**config.mk**
```make
export PLATFORM = sky130hd
export DESIGN_NAME = bic_ctrl
export DESIGN_NICKNAME = d
export VERILOG_FILES = /design/src/hdl/bic_pkg.sv /design/src/hdl/bic_ctrl.sv
export SDC_FILE = /design/constraint.sdc
export NUM_CORES = 1
export LEC_CHECK = 0
export ABC_AREA = 0
export BUFFER_PORTS_ARGS = -buffer_cell sky130_fd_sc_hd__buf_2
export CAP_MARGIN = 5
export CORE_AREA = 2 2 54 68
export CTS_CLUSTER_SIZE = 40
export DETAILED_ROUTE_END_ITERATION = 8
export DIE_AREA = 0 0 56 70
export SLEW_MARGIN = 15
export SYNTH_ARGS = -nofsm -noshare
export SYNTH_HDL_FRONTEND = slang
export SYNTH_SLANG_ARGS = --single-unit
```
**constraint.sdc**
```tcl
create_clock -name clock -period 1.83 [get_ports clock]
set_clock_uncertainty 0.2 [all_clocks]
set_input_delay 0.2745 -clock clock [delete_from_list [all_inputs] [get_ports clock]]
set_output_delay 0.2745 -clock clock [all_outputs]
set_load 0.1 [all_outputs]
```
**src/hdl/bic_pkg.sv**
```systemverilog
`timescale 1ns / 1ps
// Shared types, constants and coefficient tables for the scaled Bessel I0 block.
// Depends on nothing; every other file in hdl/ refers to it by scoped names.
package bic_pkg;

   localparam int LOW_ROM_SIZE        = 30;
   localparam int HIGH_ROM_SIZE       = 25;
   localparam int LOW_TERMS_DEFAULT   = 30;
   localparam int HIGH_TERMS_DEFAULT  = 25;
   localparam int FRAC_BITS_DEFAULT   = 16;

   localparam int IDX_W      = 5;
   localparam int CNT_W      = 7;
   localparam int MUL_STEPS  = 4;
   localparam int DIV_STEPS  = 128;
   localparam int SQRT_STEPS = 32;

   localparam logic signed [63:0] QMAX    = 64'sh7FFF_FFFF_FFFF_FFFF;
   localparam logic [31:0]        OUT_MAX = 32'h8000_0000;

   typedef enum logic [3:0] {
      ST_IDLE,
      ST_PREP,
      ST_DIV_RECIP,
      ST_YSET,
      ST_INIT,
      ST_MUL,
      ST_STEP,
      ST_HALVE,
      ST_SQUARE,
      ST_DIV_START,
      ST_DIV_SQ,
      ST_SQRT_START,
      ST_SQRT,
      ST_OUT
   } state_type;

   typedef struct packed {
      logic             load_arg;
      logic             div_start;
      logic             div_sel_sq;
      logic             div_step;
      logic             set_y;
      logic             init_b;
      logic             mul_step;
      logic             mul_sq;
      logic             step_b;
      logic             halve;
      logic             sqrt_start;
      logic             sqrt_step;
      logic             load_out;
      logic [IDX_W-1:0] idx;
      logic [CNT_W-1:0] cnt;
   } cmd_type;

   typedef struct packed {
      logic high_range;
      logic sum_pos;
   } status_type;

   // Decimal coefficient (mant * 10^-scale) to Q4.60, round half away from zero.
   function automatic logic signed [63:0] rom_q60(input logic [63:0] mant,
                                                  input int scale,
                                                  input logic neg);
      logic [127:0] x;
      logic [63:0]  q;
      x = {64'd0, mant} << 61;
      for (int k = 0; k < scale; k++) begin
         x = x / 128'd10;
      end
      q = (x[63:0] + 64'd1) >> 1;
      return neg ? -$signed(q) : $signed(q);
   endfunction

   localparam logic signed [63:0] LOW_ROM [LOW_ROM_SIZE] = '{
      rom_q60(64'd4415341646479339380, 36, 1'b1), rom_q60(64'd3330794518822238098, 35, 1'b0),
      rom_q60(64'd2431279846547954694, 34, 1'b1), rom_q60(64'd1715391285555133031, 33, 1'b0),
      rom_q60(64'd1168533287799345168, 32, 1'b1), rom_q60(64'd7676185498604935617, 32, 1'b0),
      rom_q60(64'd4856446783111929461, 31, 1'b1), rom_q60(64'd2955052663129639835, 30, 1'b0),
      rom_q60(64'd1726826291441555707, 29, 1'b1), rom_q60(64'd9675809035373236912, 29, 1'b0),
      rom_q60(64'd5189795601635262907, 28, 1'b1), rom_q60(64'd2659823724682386650, 27, 1'b0),
      rom_q60(64'd1300025009986248042, 26, 1'b1), rom_q60(64'd6046995022541918949, 26, 1'b0),
      rom_q60(64'd2670793853940611734, 25, 1'b1), rom_q60(64'd1117387539120103718, 24, 1'b0),
      rom_q60(64'd4416738358458750564, 24, 1'b1), rom_q60(64'd1644844807072889709, 23, 1'b0),
      rom_q60(64'd5754195010082103704, 23, 1'b1), rom_q60(64'd1885028850958416557, 22, 1'b0),
      rom_q60(64'd5763755745385823659, 22, 1'b1), rom_q60(64'd1639475616941335798, 21, 1'b0),
      rom_q60(64'd4324309995050575944, 21, 1'b1), rom_q60(64'd1054646039459499832, 20, 1'b0),
      rom_q60(64'd2373741480589946882, 20, 1'b1), rom_q60(64'd4930528423967070849, 20, 1'b0),
      rom_q60(64'd9490109704804764442, 20, 1'b1), rom_q60(64'd1716209015222087753, 19, 1'b0),
      rom_q60(64'd3046826723431983987, 19, 1'b1), rom_q60(64'd6767952744094760850, 19, 1'b0)
   };

   localparam logic signed [63:0] HIGH_ROM [HIGH_ROM_SIZE] = '{
      rom_q60(64'd7233180487874753955, 36, 1'b1), rom_q60(64'd4830504485944182071, 36, 1'b1),
      rom_q60(64'd4465621420296759999, 35, 1'b0), rom_q60(64'd3461222867697461093, 35, 1'b0),
      rom_q60(64'd2827623980516583485, 34, 1'b1), rom_q60(64'd3425485619677219135, 34, 1'b1),
      rom_q60(64'd1772560133056526384, 33, 1'b0), rom_q60(64'd3811680669352622421, 33, 1'b0),
      rom_q60(64'd9554846698828307649, 33, 1'b1), rom_q60(64'd4150569347287222087, 32, 1'b1),
      rom_q60(64'd1540086217521409827, 32, 1'b0), rom_q60(64'd3852778382742142701, 31, 1'b0),
      rom_q60(64'd7180124451383666234, 31, 1'b0), rom_q60(64'd1794178531506806118, 30, 1'b1),
      rom_q60(64'd1321581184044771312, 29, 1'b1), rom_q60(64'd3149916527963241365, 29, 1'b1),
      rom_q60(64'd1188914710784643834, 29, 1'b0), rom_q60(64'd4940602388224969589, 28, 1'b0),
      rom_q60(64'd3396232025708386345, 27, 1'b0), rom_q60(64'd2266668990498178065, 26, 1'b0),
      rom_q60(64'd2048918589469063742, 25, 1'b0), rom_q60(64'd2891370520834756483, 24, 1'b0),
      rom_q60(64'd6889758346916823984, 23, 1'b0), rom_q60(64'd3369116478255694090, 21, 1'b0),
      rom_q60(64'd8044904110141088316, 19, 1'b0)
   };

   function automatic logic signed [63:0] coef(input logic high, input logic [IDX_W-1:0] idx);
      logic signed [63:0] c;
      c = '0;
      if (high) begin
         if (idx < IDX_W'(HIGH_ROM_SIZE)) begin
            c = HIGH_ROM[idx];
         end
      end else begin
         if (idx < IDX_W'(LOW_ROM_SIZE)) begin
            c = LOW_ROM[idx];
         end
      end
      return c;
   endfunction

   // Saturating Q4.60 add, clamps to +-QMAX.
   function automatic logic signed [63:0] sat_add(input logic signed [63:0] a,
                                                  input logic signed [63:0] b);
      logic signed [64:0] s;
      s = 65'(a) + 65'(b);
      if (s > 65'(QMAX)) begin
         return QMAX;
      end else if (s < -65'(QMAX)) begin
         return -QMAX;
      end
      return $signed(s[63:0]);
   endfunction

endpackage

```
**src/hdl/bic_ctrl.sv**
```systemverilog
`timescale 1ns / 1ps
// Sequencer for the scaled Bessel I0 block: handshakes, step counters, ROM index.
// Depends on bic_pkg for the state, command and status types.
module bic_ctrl #(
   parameter int LOW_RANGE_TERMS  = bic_pkg::LOW_TERMS_DEFAULT,
   parameter int HIGH_RANGE_TERMS = bic_pkg::HIGH_TERMS_DEFAULT
) (
   input  logic                 clock,
   input  logic                 reset,
   input  logic                 req_valid,
   output logic                 req_stall,
   output logic                 rsp_valid,
   input  logic                 rsp_stall,
   input  bic_pkg::status_type  status,
   output bic_pkg::cmd_type     cmd
);

   localparam logic [bic_pkg::IDX_W-1:0] FIRST_LOW =
      bic_pkg::IDX_W'(bic_pkg::LOW_ROM_SIZE - LOW_RANGE_TERMS);
   localparam logic [bic_pkg::IDX_W-1:0] FIRST_HIGH =
      bic_pkg::IDX_W'(bic_pkg::HIGH_ROM_SIZE - HIGH_RANGE_TERMS);
   localparam logic [bic_pkg::IDX_W-1:0] LAST_LOW  = bic_pkg::IDX_W'(bic_pkg::LOW_ROM_SIZE - 1);
   localparam logic [bic_pkg::IDX_W-1:0] LAST_HIGH = bic_pkg::IDX_W'(bic_pkg::HIGH_ROM_SIZE - 1);

   bic_pkg::state_type state_ff, state_in;
   logic [bic_pkg::CNT_W-1:0] cnt_ff, cnt_in;
   logic [bic_pkg::IDX_W-1:0] idx_ff, idx_in;
   logic rsp_valid_ff, rsp_valid_in;

   always_ff @(posedge clock) begin
      if (reset) begin
         state_ff     <= bic_pkg::ST_IDLE;
         cnt_ff       <= '0;
         idx_ff       <= '0;
         rsp_valid_ff <= 1'b0;
      end else begin
         state_ff     <= state_in;
         cnt_ff       <= cnt_in;
         idx_ff       <= idx_in;
         rsp_valid_ff <= rsp_valid_in;
      end
   end

   always_comb begin
      state_in     = state_ff;
      cnt_in       = cnt_ff;
      idx_in       = idx_ff;
      rsp_valid_in = rsp_valid_ff && rsp_stall;
      cmd          = '0;
      cmd.idx      = idx_ff;
      cmd.cnt      = cnt_ff;
      req_stall    = (state_ff != bic_pkg::ST_IDLE);
      case (state_ff)
         bic_pkg::ST_IDLE: begin
            if (req_valid) begin
               cmd.load_arg = 1'b1;
               state_in     = bic_pkg::ST_PREP;
            end
         end
         bic_pkg::ST_PREP: begin
            if (status.high_range) begin
               cmd.div_start = 1'b1;
               cnt_in        = '0;
               state_in      = bic_pkg::ST_DIV_RECIP;
            end else begin
               state_in = bic_pkg::ST_YSET;
            end
         end
         bic_pkg::ST_DIV_RECIP: begin
            cmd.div_step = 1'b1;
            if (cnt_ff == bic_pkg::CNT_W'(bic_pkg::DIV_STEPS - 1)) begin
               state_in = bic_pkg::ST_YSET;
            end else begin
               cnt_in = cnt_ff + 1'b1;
            end
         end
         bic_pkg::ST_YSET: begin
            cmd.set_y = 1'b1;
            idx_in    = status.high_range ? FIRST_HIGH : FIRST_LOW;
            state_in  = bic_pkg::ST_INIT;
         end
         bic_pkg::ST_INIT: begin
            cmd.init_b = 1'b1;
            idx_in     = idx_ff + 1'b1;
            cnt_in     = '0;
            state_in   = bic_pkg::ST_MUL;
         end
         bic_pkg::ST_MUL: begin
            cmd.mul_step = 1'b1;
            if (cnt_ff == bic_pkg::CNT_W'(bic_pkg::MUL_STEPS)) begin
               state_in = bic_pkg::ST_STEP;
            end else begin
               cnt_in = cnt_ff + 1'b1;
            end
         end
         bic_pkg::ST_STEP: begin
            cmd.step_b = 1'b1;
            if (idx_ff == (status.high_range ? LAST_HIGH : LAST_LOW)) begin
               state_in = bic_pkg::ST_HALVE;
            end else begin
               idx_in   = idx_ff + 1'b1;
               cnt_in   = '0;
               state_in = bic_pkg::ST_MUL;
            end
         end
         bic_pkg::ST_HALVE: begin
            cmd.halve = 1'b1;
            cnt_in    = '0;
            if (status.high_range && status.sum_pos) begin
               state_in = bic_pkg::ST_SQUARE;
            end else begin
               state_in = bic_pkg::ST_OUT;
            end
         end
         bic_pkg::ST_SQUARE: begin
            cmd.mul_step = 1'b1;
            cmd.mul_sq   = 1'b1;
            if (cnt_ff == bic_pkg::CNT_W'(bic_pkg::MUL_STEPS)) begin
               state_in = bic_pkg::ST_DIV_START;
            end else begin
               cnt_in = cnt_ff + 1'b1;
            end
         end
         bic_pkg::ST_DIV_START: begin
            cmd.div_start  = 1'b1;
            cmd.div_sel_sq = 1'b1;
            cnt_in         = '0;
            state_in       = bic_pkg::ST_DIV_SQ;
         end
         bic_pkg::ST_DIV_SQ: begin
            cmd.div_step = 1'b1;
            if (cnt_ff == bic_pkg::CNT_W'(bic_pkg::DIV_STEPS - 1)) begin
               state_in = bic_pkg::ST_SQRT_START;
            end else begin
               cnt_in = cnt_ff + 1'b1;
            end
         end
         bic_pkg::ST_SQRT_START: begin
            cmd.sqrt_start = 1'b1;
            cnt_in         = '0;
            state_in       = bic_pkg::ST_SQRT;
         end
         bic_pkg::ST_SQRT: begin
            cmd.sqrt_step = 1'b1;
            if (cnt_ff == bic_pkg::CNT_W'(bic_pkg::SQRT_STEPS - 1)) begin
               state_in = bic_pkg::ST_OUT;
            end else begin
               cnt_in = cnt_ff + 1'b1;
            end
         end
         bic_pkg::ST_OUT: begin
            // hold until the output register is free
            if (!rsp_valid_ff || !rsp_stall) begin
               cmd.load_out = 1'b1;
               rsp_valid_in = 1'b1;
               state_in     = bic_pkg::ST_IDLE;
            end
         end
         default: begin
            state_in = bic_pkg::ST_IDLE;
         end
      endcase
   end

   assign rsp_valid = rsp_valid_ff;

endmodule

```
# Word-level counts from Yosys, hierarchy flattened
# Cells that the tools add are included.
# W data, S select, Z words.
# totals
output_inout_bits	27
input_bits	6
word_cells	88
reg_bits	17
# op_classes
mux	38
reduce_logical	15
n_addsub	2
n_eq_ne	29
# op_table
cell	count
$pmux W4 S14	1
$pmux W7 S6	1
$mux W7	5
$mux W4	7
$eq A4 B4 Y1 const B	6
$ne A2 B2 Y1 const B	12
$mux W1	18
$eq A4 B3 Y1 const B	4
$pmux W5 S3	1
$eq A4 B2 Y1 const B	2
$add A7 B1 Y7 const B	1
$eq A7 B3 Y1 const B	1
$eq A7 B5 Y1 const B	1
$eq A7 B7 Y1 const B	1
$reduce_and A7 Y1	1
$mux W3	2
$reduce_and A6 Y1	1
$reduce_bool A6 Y1	1
$add A5 B1 Y5 const B	1
$eq A5 B5 Y1	1
$mux W5	1
$eq A4 B1 Y1 const B	1
$logic_not A4 Y1	1
$reduce_bool A4 Y1	1
other kinds (9)	12

# Depth between registers and ports, before layout
# Gate-level depths: netlist of run 1.
# logic_depth
depth_word	4
depth_mapped	7
depth_no_buf	7

# Least setup slack after synthesis of run 1
# OpenSTA, ideal clock, no wires.
# synth_path
path_kind	reg2out
from	reg state_ff[0]
to	out cmd[23] in the netlist's numbering
required_ns	1.355
t_arrival_ns	2.877
stages_incl_launch_ff	3
path_slack_ns	-1.522
path_buffers	0
path_cell_list	dfxtp_1 nand2b_1 a211oi_1
# synth_rtl
element	line	source
from (decl)	bic_ctrl.sv:25	bic_pkg::state_type state_ff, state_in;
from (signal assigned)	bic_ctrl.sv:32	state_ff <= bic_pkg::ST_IDLE;
from (signal assigned)	bic_ctrl.sv:37	state_ff <= state_in;
to (decl)	bic_ctrl.sv:15	output bic_pkg::cmd_type cmd

==> flow_summary.yaml, run 1 <==
clocking:
  clock_path_buffers: 2
  cts_tree: "built"
  clkLatencyLatePin_ps: 260
  root_buffer: "clkbuf_8"
  cts_buffers: 3
  postCtsHoldBufs: 0
  path_clk_slew_ps: 70
  cts_max_level: 1
  clock_sinks: 17
yosys:
  synth.top_cell.area_share_pct: 26.80
  seq_area_frac_synth_pct: 26.80
  synth.avg_cell_area_um2: 8.193
  synth_edf_count: 0
  postSynth.asyncResetShare_pct: 0
  synth_cell_types: 54
  synth_nets: 164
  yosysWarnings: 0
  postSynthCellCount: 155
  synth_seq_cells: 17
  synth_area_leaders: "dfxtp_1 (27%), a21oi_1 (4.7%), nand3_1 (4.3%)"
  synthesis.area_um2: 1270
  yosysTopAreaCell: "dfxtp_1"
  synth_ff_type: "dfxtp_1"
setup_path:
  end_kind: "primary output"
  slowest_stage: "dfxtp_4"
  crit_type: "flip-flop to primary output"
  critPathTopFamily: "buffers and inverters"
  max_stage_delay_ps: 370
  cpMostUsedCell: "buf_6"
  cp_data_required_time_ps: 1360
  rrSetupSlack_ps: -80
  crit_path_max_fanout: 5
  cp_num_buf_inv: 3
  crit_chain: "buf_6 > buf_6 > nand2_4 > nor3_4 > buf_12"
  critPathArrivalTime_ps: 1450
  critical_path.startpoint_type: "flip-flop"
job:
  drv_cap: 0
placement:
  hpwl_mm: 2.917
  pre_cts_ws_ps: -175.0
  place_congestion: 0.8456
  port-buffer-count: 32
  dp_cells: 248
timing:
  post-route-period-util_pct: 105.2
  slew_headroom_pct: 67.57
  timing.final.ws_setup_ps: -95.90
  period_needed_ps: 1926
  hold_violations: 0
  setup_viol: 19
  holdWs_ps: 120.7
  tns_ps: -739.6
  worstMarginPinSlew_ps: 489.8
  slew_viol_final: 0
  rsz0062_at_grt: "yes"
  maxClockFrequency_mhz: 519.2
run_status:
  violations: "negative setup slack"
  status: "complete, but fails checks"
detailed_routing:
  drt.antenna.violating_nets: 0
  avgRoutedWirePerCell_um: 17.72
  drt_iter0_drc: 57
  vias: 1592
  route.layer.met1.wl_mm: 1.872
  drt-pass1-iter-count: 4
  wirelength_mm: 4.944
  wl_met3_um: 203
  via_per_inst: 5.706
  met2WireLength_mm: 2.748
  dr.max_layer_used: "met4"
  drcViolationCount: 0
global_route:
  grt_pass1_wl_mm: 7.479
  overflow: 0
  grt_max_degree: 11
  grt_antenna_before_repair: 0
  grt_usage_pct: 24.12
  grt_pass1_vias: 1607
finish:
  final_cells: 279
  layout-drive-gt1-share_pct: 65.42
  antennaDiodeCount: 0
  area.growth.synth_to_final_pct: 95.96
  fin_nets: 250
die:
  io_pins: 33
  die_h_um: 70
  chipWidth_um: 56
  floorplan.initialDensity_pct: 37.76
  fp-row-count: 24
  dieArea_um2: 3920
  core_um2: 3363
power_and_ir_drop:
  p_leak_nw: 0.9876
  p_total_mw: 2.664
  power.density_nw_per_um2: 1070
  vdd_drop_max_mv: 1.107
min_path:
  hold_class: "input pin to flip-flop"
==> metal layers <==
metal,up-vias,global-route usage [%]
met5,-,0
met4,0,10.58
met3,10,3.148
met2,50,44.84
met1,776,26.75
li1,756,-
==> Yosys cell counts, drive strengths merged (2+ instances only) <==
master	instances
dfxtp	17
nand2	14
a21oi	13
nor2	13
nand3	12
o21ai	11
inv	9
buf	6
nand2b	4
o311ai	4
or2	4
ha	3
nor3	3
o31ai	3
or3	3
a211oi	2
a21boi	2
a31oi	2
and3b	2
and4bb	2
nand4	2
nor3b	2
o211ai	2
o31a	2
o41ai	2
==> layout make-up <==
class | instances | area [um2]
multi-input cells | 123 | 1119
fillers | 230 | 874.6
repair buffers | 87 | 868.3
flip-flops and latches | 17 | 364.1
well taps | 39 | 48.80
clock buffers | 4 | 45.04
inverters | 9 | 43.79
==> worst reg2reg max path, delay by kind of cell (launching register included) <==
kind / cells / cell delay, ps
AO/OA/AOI/OAI: 4 / 810
flip-flops: 1 / 380
AND/OR/NAND/NOR: 1 / 260
buffers and inverters: 1 / 130
==> placed cells by master, fill, tap and decap left out, types with 2 or more instances in the layout <==
master       n
buf_2       18
buf_6       14
nand3_2      2
and3b_1      2
or3_1        3
buf_12      16
nand3_1      9
a21oi_2      3
o21ai_0      7
nand2_1     10
dfxtp_2      7
nand2b_4     3
inv_1        5
o41ai_2      2
nand2_2      3
nor2_4       6
o311ai_1     2
buf_4       38
o31ai_1      3
clkbuf_8     3
nor2_2       2
or2_4        3
o31a_1       2
o21ai_2      2
nor2_1       5
nor3_4       2
a21oi_1      9
ha_1         2
clkinvlp_4   2
dfxtp_4      4
dfxtp_1      6
==> through the flow <==
stage / utilization (%) / cell area (um2)
final: 74.00 / 2489
after global routing: 74.00 / 2489
after CTS: 70.24 / 2362
after detailed placement: 58.04 / 1952
after global placement: 58.04 / 1952
after floorplan: - / 1371
==> kinds of logic (layout without fill, tap and decap cells) <==
kind of cell | count (synthesis) | after routing | share of synthesized area (%)
AO/OA/AOI/OAI | 49 | 49 | 29.36
adder cells (fa/ha/maj) | 3 | 3 | 2.956
AND/OR/NAND/NOR | 70 | 70 | 34.09
flip-flops | 17 | 17 | 26.80
multiplexers | 1 | 1 | 0.7882
buffers and inverters | 15 | 100 | 6.010
==> sequential cells by signal, summed over array words and instances, names as in the netlist <==
signal / cells
cnt_ff: 7
state_ff: 4
idx_ff: 5
rsp_valid: 1
==> path summary, 6_finish.rpt <==
check	startpoint	end	cells past startpoint
max	state_ff[1]	cmd[20]	5
min	reset	idx_ff[0]	2
max reg2reg	state_ff[3]	cnt_ff[5]	6
min reg2reg	idx_ff[4]	idx_ff[4]	2
==> power breakdown <==
| group | internal, mW | switching, mW |
|---|---|---|
| clock network | 0.155 | 0.134 |
| registers | 0.418 | 0.0820 |
| logic | 0.804 | 1.07 |
| total | 1.38 | 1.29 |
==> timing repair <==
item,in CTS,in global routing
pin swaps,22,10
buffers inserted,25,3
resized for setup,43,23
setup endpoints to repair,27,27
No activity file was read; power rests on OpenSTA's default activity.
==> inputs of run 2 (changes only) <==
--- a/config.mk
+++ b/config.mk
@@ -9,6 +9,7 @@
 export BUFFER_PORTS_ARGS = -buffer_cell sky130_fd_sc_hd__buf_2
 export CAP_MARGIN = 5
 export CORE_AREA = 2 2 54 68
+export CTS_BUF_LIST = sky130_fd_sc_hd__clkbuf_8
 export CTS_CLUSTER_SIZE = 40
 export DETAILED_ROUTE_END_ITERATION = 8
 export DIE_AREA = 0 0 56 70
==> run 2 against run 1 <==
The run still ends with negative setup slack left; maximum frequency barely moved; design area unchanged; first-iteration DRC count up 1.8%; die area unchanged; sequential share of layout area unchanged; critical path depth did not move; non-clock buffer count did not move; count of clock-buffer cells in the layout decreased by 1; worst hold slack is essentially flat; sequential cell count did not move; sequential power about the same; critical path type unchanged; critical endpoint unchanged; largest cell class unchanged; highest routed layer unchanged.
==> flow_summary.yaml, run 2 (synthesis gave the netlist of run 1 again) <==
clocking:
  cts_buffers: 3
  clock_path_buffers: 2
  clock_sinks: 17
  cts_tree: "built"
  path_clk_slew_ps: 70
  clkLatencyLatePin_ps: 260
  postCtsHoldBufs: 0
  cts_max_level: 1
  root_buffer: "clkbuf_8"
finish:
  antennaDiodeCount: 0
  largest-register: "cnt_ff"
  largest_reg_flops: 7
  register_area_um2: 364.1
  fin_nets: 250
  area.growth.synth_to_final_pct: 95.96
  final_cell_mix: "buf_4 (38), buf_2 (18), buf_12 (16), buf_6 (14), nand2_1 (10)"
  layout.cells.most_common: "buf_4"
  nFillCells: 230
  top_regs: "cnt_ff x7, idx_ff x5, state_ff x4"
  multiInputGateArea_um2: 1119
  layout-drive-gt1-share_pct: 65.42
job:
  drv_cap: 0
power_and_ir_drop:
  p_leak_nw: 0.9917
  power.density_nw_per_um2: 1069
  vdd_drop_max_mv: 1.102
timing:
  worstMarginPinSlew_ps: 489.8
  holdWs_ps: 121.1
  slew_viol_final: 0
  period_needed_ps: 1925
  timing.final.ws_setup_ps: -95.19
  maxClockFrequency_mhz: 519.4
  hold_violations: 0
  setup_viol: 19
  slew_headroom_pct: 67.57
  rsz0062_at_grt: "yes"
  post-route-period-util_pct: 105.2
placement:
  pre_cts_ws_ps: -175.0
  hpwl_mm: 2.917
  place_congestion: 0.8456
  port-buffer-count: 32
detailed_routing:
  drt-pass1-iter-count: 4
  drcViolationCount: 0
  via_per_inst: 5.720
  vias: 1596
  drt.antenna.violating_nets: 0
  wirelength_mm: 4.951
  drt_iter0_drc: 58
  avgRoutedWirePerCell_um: 17.75
die:
  floorplan.initialDensity_pct: 37.76
  chipWidth_um: 56
  die_h_um: 70
  dieArea_um2: 3920
  fp-row-count: 24
  core_um2: 3363
  io_pins: 33
setup_path:
  critical_path.startpoint_type: "flip-flop"
  cp_data_required_time_ps: 1360
  crit_type: "flip-flop to primary output"
  end_kind: "primary output"
  critPathArrivalTime_ps: 1450
  crit_path_max_fanout: 5
global_route:
  overflow: 0
  grt_antenna_before_repair: 0
  grt_max_degree: 11
  grt_usage_pct: 24.12
  grt_pass1_vias: 1607
  grt_pass1_wl_mm: 7.479
run_status:
  violations: "negative setup slack"
  status: "complete, but fails checks"
min_path:
  hold_class: "input pin to flip-flop"
-- run 2: where the power goes --
group	total [mW]	leakage, nW	internal (mW)	switching [mW]
sequential	0.501	0.144	0.418	0.0824
clock	0.284	0.0269	0.149	0.135
combinational	1.88	0.821	0.804	1.07
-- run 2: worst paths after layout --
kind | slack [ps] | to | startpoint | cells past startpoint
worst max-delay path | -100 | cmd[20] | state_ff[1] | 5
worst max register to register | -80 | cnt_ff[5] | state_ff[3] | 6
worst min register to register | 320 | idx_ff[4] | idx_ff[4] | 2
worst min-delay path | 120 | idx_ff[0] | reset | 2
-- run 2: metal layers --
metal | GRT usage (%) | share of wire (%) | vias to the layer above
met5 | 0 | 0 | -
met4 | 10.58 | 2.4 | 0
met3 | 3.148 | 4.0 | 10
met2 | 44.84 | 56 | 51
met1 | 26.75 | 38 | 779
li1 | - | - | 756
-- run 2: layout make-up --
cell class,instances,share of cell area [%]
inverters,9,1.760
flip-flops and latches,17,14.63
repair buffers,87,34.89
multi-input cells,123,44.95
well taps,39,1.961
clock inverters,1,0.1508
clock buffers,3,1.659
-- run 2: metrics by stage --
step | setup TNS [ps] | utilization, % | area (um2) | cells | power [mW]
floorplan | -10650 | - | 1371 | 155 | 1.420
global placement | -62.80 | 58.04 | 1952 | 248 | 1.810
detailed placement | -666.5 | 58.04 | 1952 | 248 | 1.829
CTS | -471.1 | 70.24 | 2362 | 276 | 2.513
global route | -1988 | 74.00 | 2489 | 279 | 2.758
finish | -744.2 | 74.00 | 2489 | 279 | 2.661
-- run 2: what timing repair did --
item,CTS,global route
pin swaps,22,10
setup endpoints to repair,27,27
gates resized for setup,43,23
setup buffers,25,3
-- run 2: critical path, stage by stage, from the launching register on --
cell	delay, ps
dfxtp_4	370
buf_6	130
buf_6	130
nand2_4	60
nor3_4	290
buf_12	220
